--- src/hdl/mwn_pkg.sv ---
// Shared types and constants for the multi-waveform NCO.
// No dependencies; every other file in hdl/ imports this package.
package mwn_pkg;

    localparam int OFFSET_W   = 10;
    localparam int WAVE_W     = 2;
    localparam int GAIN_W     = 16;
    localparam int SHAPE_W    = 19;
    localparam int SAMPLE_W   = 20;
    localparam int CFG_IDX_W  = 1;
    localparam int CFG_DATA_W = 16;

    // waveform select codes
    localparam logic [WAVE_W-1:0] WAVE_RAMP   = 2'd0;
    localparam logic [WAVE_W-1:0] WAVE_SINE   = 2'd1;
    localparam logic [WAVE_W-1:0] WAVE_SQUARE = 2'd2;
    localparam logic [WAVE_W-1:0] WAVE_TRI    = 2'd3;

    // configuration register indexes
    localparam logic [CFG_IDX_W-1:0] REG_WAVEFORM = 1'd0;
    localparam logic [CFG_IDX_W-1:0] REG_GAIN     = 1'd1;

    localparam logic [WAVE_W-1:0] WAVE_RESET = WAVE_SINE;
    localparam logic [GAIN_W-1:0] GAIN_RESET = 16'd32768;

    // 2*pi in Q15, sine polynomial coefficients in Q16
    localparam logic [17:0] TWO_PI_Q15 = 18'd205887;
    localparam logic [16:0] SIN_A      = 17'd102944;
    localparam logic [15:0] SIN_B      = 16'd42048;
    localparam logic [12:0] SIN_C      = 13'd4640;
    localparam logic [14:0] QUARTER_Q14 = 15'd16384;

    typedef logic signed [SHAPE_W-1:0]  shape_t;
    typedef logic signed [SAMPLE_W-1:0] sample_t;

    // per-stage pipeline control
    typedef struct packed {
        logic valid;
        logic wrap;
    } mwn_ctl_t;

endpackage

--- src/hdl/mwn_if.sv ---
// Handshake channel interfaces for the multi-waveform NCO.
// Depends on mwn_pkg for payload widths and types.
interface mwn_req_if
    import mwn_pkg::*;
();
    logic                valid;
    logic                ready;
    logic                advance;
    logic [OFFSET_W-1:0] phase_offset;

    modport source (output valid, output advance, output phase_offset, input ready);
    modport sink   (input valid, input advance, input phase_offset, output ready);
endinterface

interface mwn_rsp_if
    import mwn_pkg::*;
();
    logic    valid;
    logic    ready;
    sample_t sample;
    logic    cycle_start;

    modport source (output valid, output sample, output cycle_start, input ready);
    modport sink   (input valid, input sample, input cycle_start, output ready);
endinterface

interface mwn_cfg_if
    import mwn_pkg::*;
();
    logic                  valid;
    logic                  ready;
    logic [CFG_IDX_W-1:0]  index;
    logic [CFG_DATA_W-1:0] data;

    modport source (output valid, output index, output data, input ready);
    modport sink   (input valid, input index, input data, output ready);
endinterface

--- src/hdl/mwn_phase.sv ---
// Phase accumulator: counter step, wrap detect and offset add (stage 1).
// Depends on mwn_pkg.
module mwn_phase
    import mwn_pkg::*;
#(
    parameter int PHASE_BITS = 10
)(
    input  logic                  clk,
    input  logic                  rst_n,
    input  logic                  en,
    input  logic                  acc,
    input  logic                  advance,
    input  logic [OFFSET_W-1:0]   phase_offset,
    output logic [PHASE_BITS-1:0] p_reg,
    output mwn_ctl_t              ctl_reg
);

    logic [PHASE_BITS-1:0]          count_reg;
    logic [PHASE_BITS-1:0]          count_inc;
    logic [PHASE_BITS-1:0]          count_next;
    logic [PHASE_BITS+OFFSET_W-1:0] off_wide;
    logic [PHASE_BITS-1:0]          off_ph;
    logic                           wrap_now;

    assign count_inc  = count_reg + PHASE_BITS'(1);
    assign count_next = advance ? count_inc : count_reg;
    assign wrap_now   = advance && (count_inc == '0);
    // offset taken modulo 2^PHASE_BITS
    assign off_wide   = {{PHASE_BITS{1'b0}}, phase_offset};
    assign off_ph     = off_wide[PHASE_BITS-1:0];

    always_ff @(posedge clk or negedge rst_n)
    begin
        if (!rst_n)
        begin
            count_reg <= '0;
        end
        else if (acc)
        begin
            count_reg <= count_next;
        end
    end

    always_ff @(posedge clk or negedge rst_n)
    begin
        if (!rst_n)
        begin
            ctl_reg <= '0;
        end
        else if (en)
        begin
            ctl_reg.valid <= acc;
            ctl_reg.wrap  <= acc && wrap_now;
        end
    end

    always_ff @(posedge clk)
    begin
        if (en)
        begin
            p_reg <= count_next + off_ph;
        end
    end

    a_wrap_to_zero: assert property (@(posedge clk) disable iff (!rst_n)
        acc && advance && (count_reg == '1) |=> (count_reg == '0) && ctl_reg.wrap)
        else $error("phase counter did not wrap to zero with cycle flag");

    a_count_holds: assert property (@(posedge clk) disable iff (!rst_n)
        !acc |=> $stable(count_reg))
        else $error("phase counter moved without an accepted beat");

endmodule

--- src/hdl/mwn_shape.sv ---
// Waveform shape generation: ramp/square/triangle in stage 1, sine polynomial
// over stages 2..5 with one multiply per stage. Depends on mwn_pkg.
module mwn_shape
    import mwn_pkg::*;
#(
    parameter int PHASE_BITS = 10
)(
    input  logic                  clk,
    input  logic                  rst_n,
    input  logic                  en,
    input  logic [WAVE_W-1:0]     wave,
    input  logic [PHASE_BITS-1:0] p,
    input  mwn_ctl_t              ctl_in,
    output shape_t                shape_reg,
    output mwn_ctl_t              ctl_reg
);

    localparam int RW = PHASE_BITS + 18;

    // stage 1 combinational
    logic [15+PHASE_BITS:0] u_sh;
    logic [15:0]            u;
    logic [14:0]            xq;
    logic [14:0]            x1;
    logic [RW-1:0]          ramp_mul;
    logic [RW-1:0]          ramp_rnd;
    logic [17:0]            ramp_val;
    shape_t                 us;
    shape_t                 tri_val;
    shape_t                 sq_val;
    shape_t                 alt1;
    logic [29:0]            xx;

    // stage 2..5 registers
    mwn_ctl_t    ctl2_reg, ctl3_reg, ctl4_reg;
    logic [14:0] x2_reg, x3_reg, x4_reg;
    logic [14:0] z2_2_reg, z2_3_reg;
    logic [15:0] t2_3_reg;
    logic [16:0] t4_4_reg;
    logic        neg2_reg, neg3_reg, neg4_reg;
    shape_t      alt2_reg, alt3_reg, alt4_reg;

    // stage combinational terms
    logic [27:0] z2c;
    logic [15:0] t2_next;
    logic [30:0] z2t2;
    logic [16:0] t4_next;
    logic [31:0] xt4;
    shape_t      sine_mag;
    shape_t      sine_val;

    // 16-bit angle
    assign u_sh = {16'b0, p} << (16 - PHASE_BITS);
    assign u    = u_sh[15:0];
    assign xq   = {1'b0, u[13:0]};
    assign x1   = u[14] ? (QUARTER_Q14 - xq) : xq;
    assign xx   = 30'(x1) * 30'(x1);

    assign ramp_mul = RW'(p) * RW'(TWO_PI_Q15);
    assign ramp_rnd = ramp_mul + (RW'(1) << (PHASE_BITS - 1));
    assign ramp_val = ramp_rnd[PHASE_BITS+17:PHASE_BITS];

    assign sq_val = p[PHASE_BITS-1] ? SHAPE_W'(32768) : -SHAPE_W'(32768);

    assign us = shape_t'({3'b0, u});
    always_comb
    begin
        if (u < 16'd16384)
        begin
            tri_val = us <<< 1;
        end
        else if (u < 16'd49152)
        begin
            tri_val = (SHAPE_W'(32768) - us) <<< 1;
        end
        else
        begin
            tri_val = (us - SHAPE_W'(65536)) <<< 1;
        end
    end

    always_comb
    begin
        case (wave)
            WAVE_RAMP:   alt1 = shape_t'({1'b0, ramp_val});
            WAVE_SQUARE: alt1 = sq_val;
            WAVE_TRI:    alt1 = tri_val;
            default:     alt1 = '0;
        endcase
    end

    // polynomial z*(A - z^2*(B - z^2*C))
    assign z2c      = 28'(z2_2_reg) * 28'(SIN_C);
    assign t2_next  = SIN_B - 16'(z2c[27:14]);
    assign z2t2     = 31'(z2_3_reg) * 31'(t2_3_reg);
    assign t4_next  = SIN_A - 17'(z2t2[30:14]);
    assign xt4      = 32'(x4_reg) * 32'(t4_4_reg);
    assign sine_mag = shape_t'({2'b0, xt4[31:15]});
    assign sine_val = neg4_reg ? -sine_mag : sine_mag;

    always_ff @(posedge clk or negedge rst_n)
    begin
        if (!rst_n)
        begin
            ctl2_reg <= '0;
            ctl3_reg <= '0;
            ctl4_reg <= '0;
            ctl_reg  <= '0;
        end
        else if (en)
        begin
            ctl2_reg <= ctl_in;
            ctl3_reg <= ctl2_reg;
            ctl4_reg <= ctl3_reg;
            ctl_reg  <= ctl4_reg;
        end
    end

    always_ff @(posedge clk)
    begin
        if (en)
        begin
            x2_reg    <= x1;
            z2_2_reg  <= 15'(xx[29:14]);
            neg2_reg  <= u[15];
            alt2_reg  <= alt1;

            x3_reg    <= x2_reg;
            z2_3_reg  <= z2_2_reg;
            t2_3_reg  <= t2_next;
            neg3_reg  <= neg2_reg;
            alt3_reg  <= alt2_reg;

            x4_reg    <= x3_reg;
            t4_4_reg  <= t4_next;
            neg4_reg  <= neg3_reg;
            alt4_reg  <= alt3_reg;

            shape_reg <= (wave == WAVE_SINE) ? sine_val : alt4_reg;
        end
    end

endmodule

--- src/hdl/mwn_scale.sv ---
// Output stage: gain multiply, round to Q4.15, result register and stall control.
// Depends on mwn_pkg.
module mwn_scale
    import mwn_pkg::*;
(
    input  logic              clk,
    input  logic              rst_n,
    input  logic [GAIN_W-1:0] gain,
    input  shape_t            shape,
    input  mwn_ctl_t          ctl_in,
    input  logic              ready,
    output logic              en,
    output sample_t           sample_reg,
    output mwn_ctl_t          ctl_reg
);

    logic signed [16:0] gain_s;
    logic signed [35:0] prod;
    logic signed [35:0] rnd;

    // whole pipeline moves when the result register is free or being taken
    assign en     = !ctl_reg.valid || ready;
    assign gain_s = signed'({1'b0, gain});
    assign prod   = 36'(gain_s) * 36'(shape);
    // floor((prod + 2^14) / 2^15)
    assign rnd    = prod + 36'sd16384;

    always_ff @(posedge clk or negedge rst_n)
    begin
        if (!rst_n)
        begin
            ctl_reg <= '0;
        end
        else if (en)
        begin
            ctl_reg <= ctl_in;
        end
    end

    always_ff @(posedge clk)
    begin
        if (en)
        begin
            sample_reg <= rnd[34:15];
        end
    end

    a_hold_on_stall: assert property (@(posedge clk) disable iff (!rst_n)
        !en |=> $stable(sample_reg) && $stable(ctl_reg))
        else $error("result register changed while stalled");

endmodule

--- src/hdl/multi_waveform_nco.sv ---
// Multi-waveform NCO top level: config registers and pipeline wiring.
// Depends on mwn_pkg, mwn_if, mwn_phase, mwn_shape, mwn_scale.
//
// Accepts one beat per clock while rsp does not stall and returns one
// sample beat for each, in order. A beat passes through the phase register,
// the sine stage registers, the shape register and the result register on
// its way to rsp. The depth is set by the sine polynomial, which spends one
// stage per multiply, followed by the gain multiply in the result register
// stage. The phase counter updates at acceptance, so back-to-back beats with
// advance set see consecutive phases. When rsp stalls the whole pipeline
// holds and req.ready drops in the same cycle. Config writes are always
// taken and should be issued only while no beat is in flight.
module multi_waveform_nco
    import mwn_pkg::*;
#(
    parameter int PHASE_BITS = 10
)(
    input  logic       clk,
    input  logic       rst_n,
    mwn_req_if.sink    req,
    mwn_rsp_if.source  rsp,
    mwn_cfg_if.sink    cfg
);

    logic [WAVE_W-1:0]     waveform_reg;
    logic [GAIN_W-1:0]     gain_reg;
    logic                  en;
    logic                  acc;
    logic [PHASE_BITS-1:0] p1;
    mwn_ctl_t              ctl1;
    mwn_ctl_t              ctl5;
    mwn_ctl_t              ctl_out;
    shape_t                shape5;
    sample_t               sample_q;

    assign cfg.ready = 1'b1;
    assign req.ready = en;
    assign acc       = req.valid && en;

    always_ff @(posedge clk or negedge rst_n)
    begin
        if (!rst_n)
        begin
            waveform_reg <= WAVE_RESET;
            gain_reg     <= GAIN_RESET;
        end
        else if (cfg.valid)
        begin
            unique case (cfg.index)
                REG_WAVEFORM: waveform_reg <= cfg.data[WAVE_W-1:0];
                REG_GAIN:     gain_reg     <= cfg.data[GAIN_W-1:0];
                default:      ;
            endcase
        end
    end

    mwn_phase #(
        .PHASE_BITS (PHASE_BITS)
    ) u_phase (
        .clk          (clk),
        .rst_n        (rst_n),
        .en           (en),
        .acc          (acc),
        .advance      (req.advance),
        .phase_offset (req.phase_offset),
        .p_reg        (p1),
        .ctl_reg      (ctl1)
    );

    mwn_shape #(
        .PHASE_BITS (PHASE_BITS)
    ) u_shape (
        .clk       (clk),
        .rst_n     (rst_n),
        .en        (en),
        .wave      (waveform_reg),
        .p         (p1),
        .ctl_in    (ctl1),
        .shape_reg (shape5),
        .ctl_reg   (ctl5)
    );

    mwn_scale u_scale (
        .clk        (clk),
        .rst_n      (rst_n),
        .gain       (gain_reg),
        .shape      (shape5),
        .ctl_in     (ctl5),
        .ready      (rsp.ready),
        .en         (en),
        .sample_reg (sample_q),
        .ctl_reg    (ctl_out)
    );

    assign rsp.valid       = ctl_out.valid;
    assign rsp.sample      = sample_q;
    assign rsp.cycle_start = ctl_out.wrap;

    a_cfg_wave: assert property (@(posedge clk) disable iff (!rst_n)
        cfg.valid && (cfg.index == REG_WAVEFORM)
        |=> waveform_reg == $past(cfg.data[WAVE_W-1:0]))
        else $error("waveform register write lost");

endmodule
--- src/flat_wrapper.sv ---
// flat-port wrapper written by rule: the top's interface ports become plain ports
module multi_waveform_nco_flat import mwn_pkg::*;
#(
    parameter int PHASE_BITS = 10
)
  (clk, rst_n, req_valid, req_advance, req_phase_offset, req_ready, rsp_valid, rsp_sample, rsp_cycle_start, rsp_ready, cfg_valid, cfg_index, cfg_data, cfg_ready);
  mwn_req_if req_i ();
  mwn_rsp_if rsp_i ();
  mwn_cfg_if cfg_i ();
  input  logic clk;
  input  logic rst_n;
  input wire logic [$bits(req_i.valid)-1:0] req_valid;
  input wire logic [$bits(req_i.advance)-1:0] req_advance;
  input wire logic [$bits(req_i.phase_offset)-1:0] req_phase_offset;
  output wire logic [$bits(req_i.ready)-1:0] req_ready;
  output wire logic [$bits(rsp_i.valid)-1:0] rsp_valid;
  output wire logic [$bits(rsp_i.sample)-1:0] rsp_sample;
  output wire logic [$bits(rsp_i.cycle_start)-1:0] rsp_cycle_start;
  input wire logic [$bits(rsp_i.ready)-1:0] rsp_ready;
  input wire logic [$bits(cfg_i.valid)-1:0] cfg_valid;
  input wire logic [$bits(cfg_i.index)-1:0] cfg_index;
  input wire logic [$bits(cfg_i.data)-1:0] cfg_data;
  output wire logic [$bits(cfg_i.ready)-1:0] cfg_ready;
  assign req_i.valid = req_valid;
  assign req_i.advance = req_advance;
  assign req_i.phase_offset = req_phase_offset;
  assign req_ready = req_i.ready;
  assign rsp_valid = rsp_i.valid;
  assign rsp_sample = rsp_i.sample;
  assign rsp_cycle_start = rsp_i.cycle_start;
  assign rsp_i.ready = rsp_ready;
  assign cfg_i.valid = cfg_valid;
  assign cfg_i.index = cfg_index;
  assign cfg_i.data = cfg_data;
  assign cfg_ready = cfg_i.ready;
  multi_waveform_nco #(.PHASE_BITS(PHASE_BITS)) u_core (.clk(clk), .rst_n(rst_n), .req(req_i), .rsp(rsp_i), .cfg(cfg_i));
endmodule
--- config.mk ---
export PLATFORM = sky130hd
export DESIGN_NAME = multi_waveform_nco_flat
export DESIGN_NICKNAME = d
export VERILOG_FILES = /design/src/hdl/mwn_pkg.sv /design/src/hdl/mwn_if.sv /design/src/hdl/mwn_phase.sv /design/src/hdl/mwn_shape.sv /design/src/hdl/mwn_scale.sv /design/src/hdl/multi_waveform_nco.sv /design/src/flat_wrapper.sv
export SDC_FILE = /design/constraint.sdc
export NUM_CORES = 2
export LEC_CHECK = 0
export BUFFER_PORTS_ARGS = -buffer_cell sky130_fd_sc_hd__buf_4
export CORE_UTILIZATION = 50
export CTS_CLUSTER_DIAMETER = 40
export DETAILED_ROUTE_END_ITERATION = 7
export PLACE_DENSITY = 0.66
export SYNTH_ARGS = -nofsm -noshare
export SYNTH_HDL_FRONTEND = slang
export SYNTH_SLANG_ARGS = --single-unit
--- constraint.sdc ---
create_clock -name clk -period 18.05 [get_ports clk]
set_clock_uncertainty 0.05 [all_clocks]
set_input_delay 1.805 -clock clk [delete_from_list [all_inputs] [get_ports clk]]
set_output_delay 1.805 -clock clk [all_outputs]
set_load 0.1 [all_outputs]
# --- After elaboration in Yosys (flattened, before gate mapping) ---
# Index checks and enable logic that the tools add are counted.
totals:
  word_cells: 70
  reg_bits: 257
  inputBits: 33
  out_inout_bits: 24
op_classes:
  n_lt_le_gt_ge: 2
  reduce_logical: 9
  bitwise_logic: 1
  mul: 6
  n_mux: 8
  eq_ne: 3
  addsub: 10
ops:
  columns: ["op", "n"]
  rows:
  - ["$mux W19", 5]
  - ["$pmux W19 S3", 1]
  - ["$add A35 B16 Y35 const B", 1]
  - ["$mul A17 B19 Y35", 1]
  - ["$mul A15 B17 Y32", 1]
  - ["$mul A15 B16 Y31", 1]
  - ["$mul A15 B15 Y29", 1]
  - ["$add A28 B10 Y28 const B", 1]
  - ["$mul A10 B18 Y28 const B", 1]
  - ["$mul A15 B8 Y23 const B", 1]
  - ["$neg A17 Y19", 1]
  - ["$sub A16 B17 Y18 const B", 1]
  - ["$sub A16 B16 Y17 const A", 1]
  - ["$sub A17 B17 Y17 const A", 1]
  - ["$lt A16 B15 Y1 const B", 1]
  - ["$lt A16 B16 Y1 const B", 1]
  - ["$sub A16 B14 Y16 const A", 1]
  - ["$mux W15", 1]
  - ["$sub A15 B14 Y15 const A", 1]
  - ["$add A10 B1 Y10 const B", 1]
  - ["$add A10 B10 Y10", 1]
  - ["$logic_not A10 Y1", 1]
  - ["$mux W10", 1]
  - ["$eq A2 B2 Y1 const B", 2]
  - ["7 further kinds", 10]

# --- Depth between registers and ports, before layout ---
depth:
  word_depth: 4
  depth_mapped: 31
  mapped_depth_nobuf: 31

# --- Hierarchy ---
# Synthesis repeated with hierarchy kept, for this count alone.
hier_totals:
  hier_cells: 4107
  area_unflattened_um2: 40535.1
by_module_without_submodules:
  columns: ["mod", "instances", "cells_per_inst", "seq_area_each_um2", "area_per_inst_um2"]
  rows:
  - ["mwn_shape", 1, 2593, 5275.1, 26080.0]
  - ["mwn_scale", 1, 1325, 650.6, 12223.0]
  - ["mwn_phase", 1, 147, 600.6, 1497.7]
  - ["multi_waveform_nco", 1, 42, 452.9, 734.5]

# --- Least setup slack after synthesis ---
# No wires, ideal clock.
synth_timing:
  path_type: "input-to-output"
  from: "in rsp_ready"
  to: "out req_ready"
  t_required_ns: 16.195
  t_arrival_ns: 8.508
  n_path_buf: 2
  stages: 3
  setup_slack_ns: 7.687
  path_cell_list: "nand2b_1 > clkbuf_1 > clkbuf_1"
synth_between:
  elab_chain_len: 1
synth_rtl:
  columns: ["element", "line_no", "rtl"]
  rows:
  - ["start, declared", "flat_wrapper.sv:19", "input wire logic [$bits(rsp_i.ready)-1:0] rsp_ready;"]
  - ["$logic_or A1 B1 Y1", "mwn_scale.sv:22", "assign en = !ctl_reg.valid || ready;"]
  - ["end, declared", "flat_wrapper.sv:15", "output wire logic [$bits(req_i.ready)-1:0] req_ready;"]
# No other way between the ends.

# --- Worst setup path after layout ---
layout_timing:
  from: "reg u_core.u_shape.t2_3_reg[2]"
  to: "reg u_core.u_shape.t4_4_reg[14] (data pin)"
layout_between:
  elab_chain_len: 2
layout_rtl:
  columns: ["element", "line_no", "rtl"]
  rows:
  - ["start, declared", "mwn_shape.sv:38", "logic [15:0] t2_3_reg;"]
  - ["start signal, assigned", "mwn_shape.sv:130", "t2_3_reg <= t2_next;"]
  - ["$mul A15 B16 Y31", "mwn_shape.sv:95", "assign z2t2 = 31'(z2_3_reg) * 31'(t2_3_reg);"]
  - ["$sub A17 B17 Y17", "mwn_shape.sv:96", "assign t4_next = SIN_A - 17'(z2t2[30:14]);"]
  - ["named net u_core.u_shape.t4_next[14]", "mwn_shape.sv:47", "logic [16:0] t4_next;"]
  - ["end signal, assigned", "mwn_shape.sv:135", "t4_4_reg <= t4_next;"]
  - ["end, declared", "mwn_shape.sv:39", "logic [16:0] t4_4_reg;"]
# The timed path passes the listed nets, and every way through them passes these cells.
# A chain may end at the register's enable or synchronous reset.

==> impl_metrics.toml <==
[synthesis]
yosys-top-cells-area = "fa_1 (33%), ha_1 (15%), edfxtp_1 (15%)"
synthesis.nets = 5240
synth_top_area_share_pct = 33.3
yosysUniqueCellTypes = 100
synthArstFlopShare_pct = 16.7
synth_commonest_cells = "inv_1 (865), fa_1 (665), ha_1 (491), nand2_1 (457), and2_1 (372)"
yosys_register_bits = 239
synth_area_mm2 = 0.0400
synth_edf_count = 199
yosysSeqAreaShare_pct = 17.4
synth_ff_type = "edfxtp_1"
netlist_instances = 4051
ys_warn_count = 0
synth.most_common_cell = "inv_1"
yosysTopAreaCell = "fa_1"
syn_avg_cell_area_um2 = 9.88

[worst_setup_path]
reg2reg_slack_ps = 10410
cp_max_fo = 15
cp-end-kind = "flop"
crit_type = "reg -> reg"
crit_required_ps = 18320
start_kind = "flop"
cp_data_arrival_time_ps = 7910

[detailed_routing]
dr.first_iter.drc_count = 1319
drc_errors = 0
wirelength_um = 82800
first_pass_iters = 5
num_vias = 26200
drt-wirelength-per-cell_um = 16.2
drtAntennaViolNets = 0
viasPerCell = 5.12

[floorplanning]
ios = 57
start_util_pct = 50.6
coreArea_mm2 = 0.0791
core.rowCount = 103
die-width_um = 285
die_h_um = 285
die_area_mm2 = 0.0812

[cts]
htree_levels = 2
clock-sinks = 239
postCtsHoldBufs = 0
post_cts_buffers = 0
clk_pin_slew_ps = 60
clk_path_buf_depth = 3
tritoncts = "done"
clockRootBuffer = "clkbuf_16"
cts_resized = 0
clkLatencyLatePin_ps = 580
numCtsBuffers = 40

[sta]
setup-violations-final = 0
rsz0062_at_grt = "false"
holdWs_ps = 366
hold_violations = 0
timing.final.crit_share_pct = 42.3
drv_slew = 0
max_slew_margin_pct = 27.8
tns_ps = 0
fmax_mhz = 131
tightest_slew_ps = 1080
finalCriticalPeriod_ps = 7640

[placed_design]
placed_cell_area_mm2 = 0.0413
finalWeightedCongestion = 0.872
hpwl_um = 68700
portBuffers = 55
placed_cells = 5034

[final_layout]
final-seq-area_mm2 = 0.00698
nFillCells = 7091
design_area_mm2 = 0.0428
largest_register_ffs = 20
multi_input_area_mm2 = 0.0293
synthToLayoutAreaGrowth_pct = 6.78
antenna_cells = 0
fin_cells = 5107
drive_gt1_share_pct = 5.18
nNetsFinal = 5215

[global_route]
grt_max_degree = 74
grt_first_pass_wirelength_um = 141000
grt_pass1_vias = 28400
grt-ovfl-total = 0
grt_antenna_before_repair = 0
track_usage_pct = 21.4

[job]
cap_viol_max_count = 0

[worst_hold_path]
hold_path_class = "reg -> reg"

[run_status]
outcome = "finished, final reports clean"
==> path summary, 6_finish.rpt <==
| path | startpoint | cells past startpoint | to |
|---|---|---|---|
| worst max-delay path | u_core.u_shape.t2_3_reg[2] | 21 | u_core.u_shape.t4_4_reg[14] |
| worst min-delay path | u_core.u_shape.alt2_reg[7] | 0 | u_core.u_shape.alt3_reg[7] |
| worst max register to register | u_core.u_shape.t2_3_reg[2] | 21 | u_core.u_shape.t4_4_reg[14] |
| worst min register to register | u_core.u_shape.alt2_reg[7] | 0 | u_core.u_shape.alt3_reg[7] |
| max in group asynchronous | rst_n | 1 | u_core.gain_reg[8] |
| min in group asynchronous | rst_n | 1 | u_core.u_phase.count_reg[1] |
==> stage by stage <==
step	setup slack, ps	utilization [%]
detailed placement	10440	52.2
finish	10410	54.0
CTS	10410	54.0
floorplan	7690	-
global route	10060	54.0
global placement	10570	52.2
==> cell type report <==
cell class | instances | share of cell area, %
timing repair buffer | 64 | 1.12
clock inverter | 30 | 0.939
inverter | 867 | 7.61
clock buffer | 43 | 2.37
sequential | 239 | 16.3
multi-input combinational | 2814 | 68.6
tap | 1050 | 3.07
==> cells in the final DEF, fill, tap and decap left out, types with 6 or more instances in the layout <==
cell type / n
nand2b_1: 14
edfxtp_1: 199
a311oi_1: 6
a211oi_1: 9
mux2_2: 31
o21ai_1: 6
o22ai_1: 13
and3_1: 10
o211ai_1: 10
nor3_1: 28
a31oi_1: 9
fa_1: 665
a21oi_1: 82
buf_4: 64
nor2_1: 106
o21a_1: 17
nor4_1: 11
inv_1: 865
nand2_1: 457
and2_1: 372
ha_1: 491
inv_6: 6
o21ai_0: 60
nand4_1: 15
or2_2: 7
nor2b_1: 17
or3_1: 12
xnor2_1: 137
a21o_1: 22
o21bai_1: 13
xor2_1: 51
clkbuf_16: 40
dfrtp_1: 38
nand3_1: 25
==> worst max-delay path: stages, from the launching register on <==
cell and delay (ps):
edfxtp_1 770, and2_1 250, fa_1 450, fa_1 530, fa_1 520, fa_1 520, fa_1 540, inv_1 50
fa_1 520, inv_1 40, ha_1 450, a21oi_1 130, o21ai_0 300, a31oi_1 120, a211oi_1 400, nand2b_4 260
mux2i_1 420, nor2_1 100, a311oi_2 500, nor4_1 90, a211oi_1 260, xor2_1 90
==> cells by family (layout without fill, tap and decap cells) <==
family                     Yosys count  count (layout)  synth area share, %
AOI/OAI and AO/OA                  326             326                 5.66
xor gates and xnor gates           189             189                 4.15
adders and majority gates         1156            1156                 48.6
buffers and inverters              998            1004                 9.38
DFF                                239             239                 17.4
muxes                               35              35                0.972
other                                1               1              0.00937
and+or+nand+nor                   1107            1107                 13.8
==> layer usage <==
metal	wire [um]	GRT usage, %	vias up
met5	0	0	-
met4	1460	4.43	0
met3	3840	3.04	85
met2	39700	36.4	520
met1	37800	29.2	13000
li1	-	-	12500
Power is not shown: default switching activity piles up to over one toggle a cycle in this logic, so the estimate is an artifact.
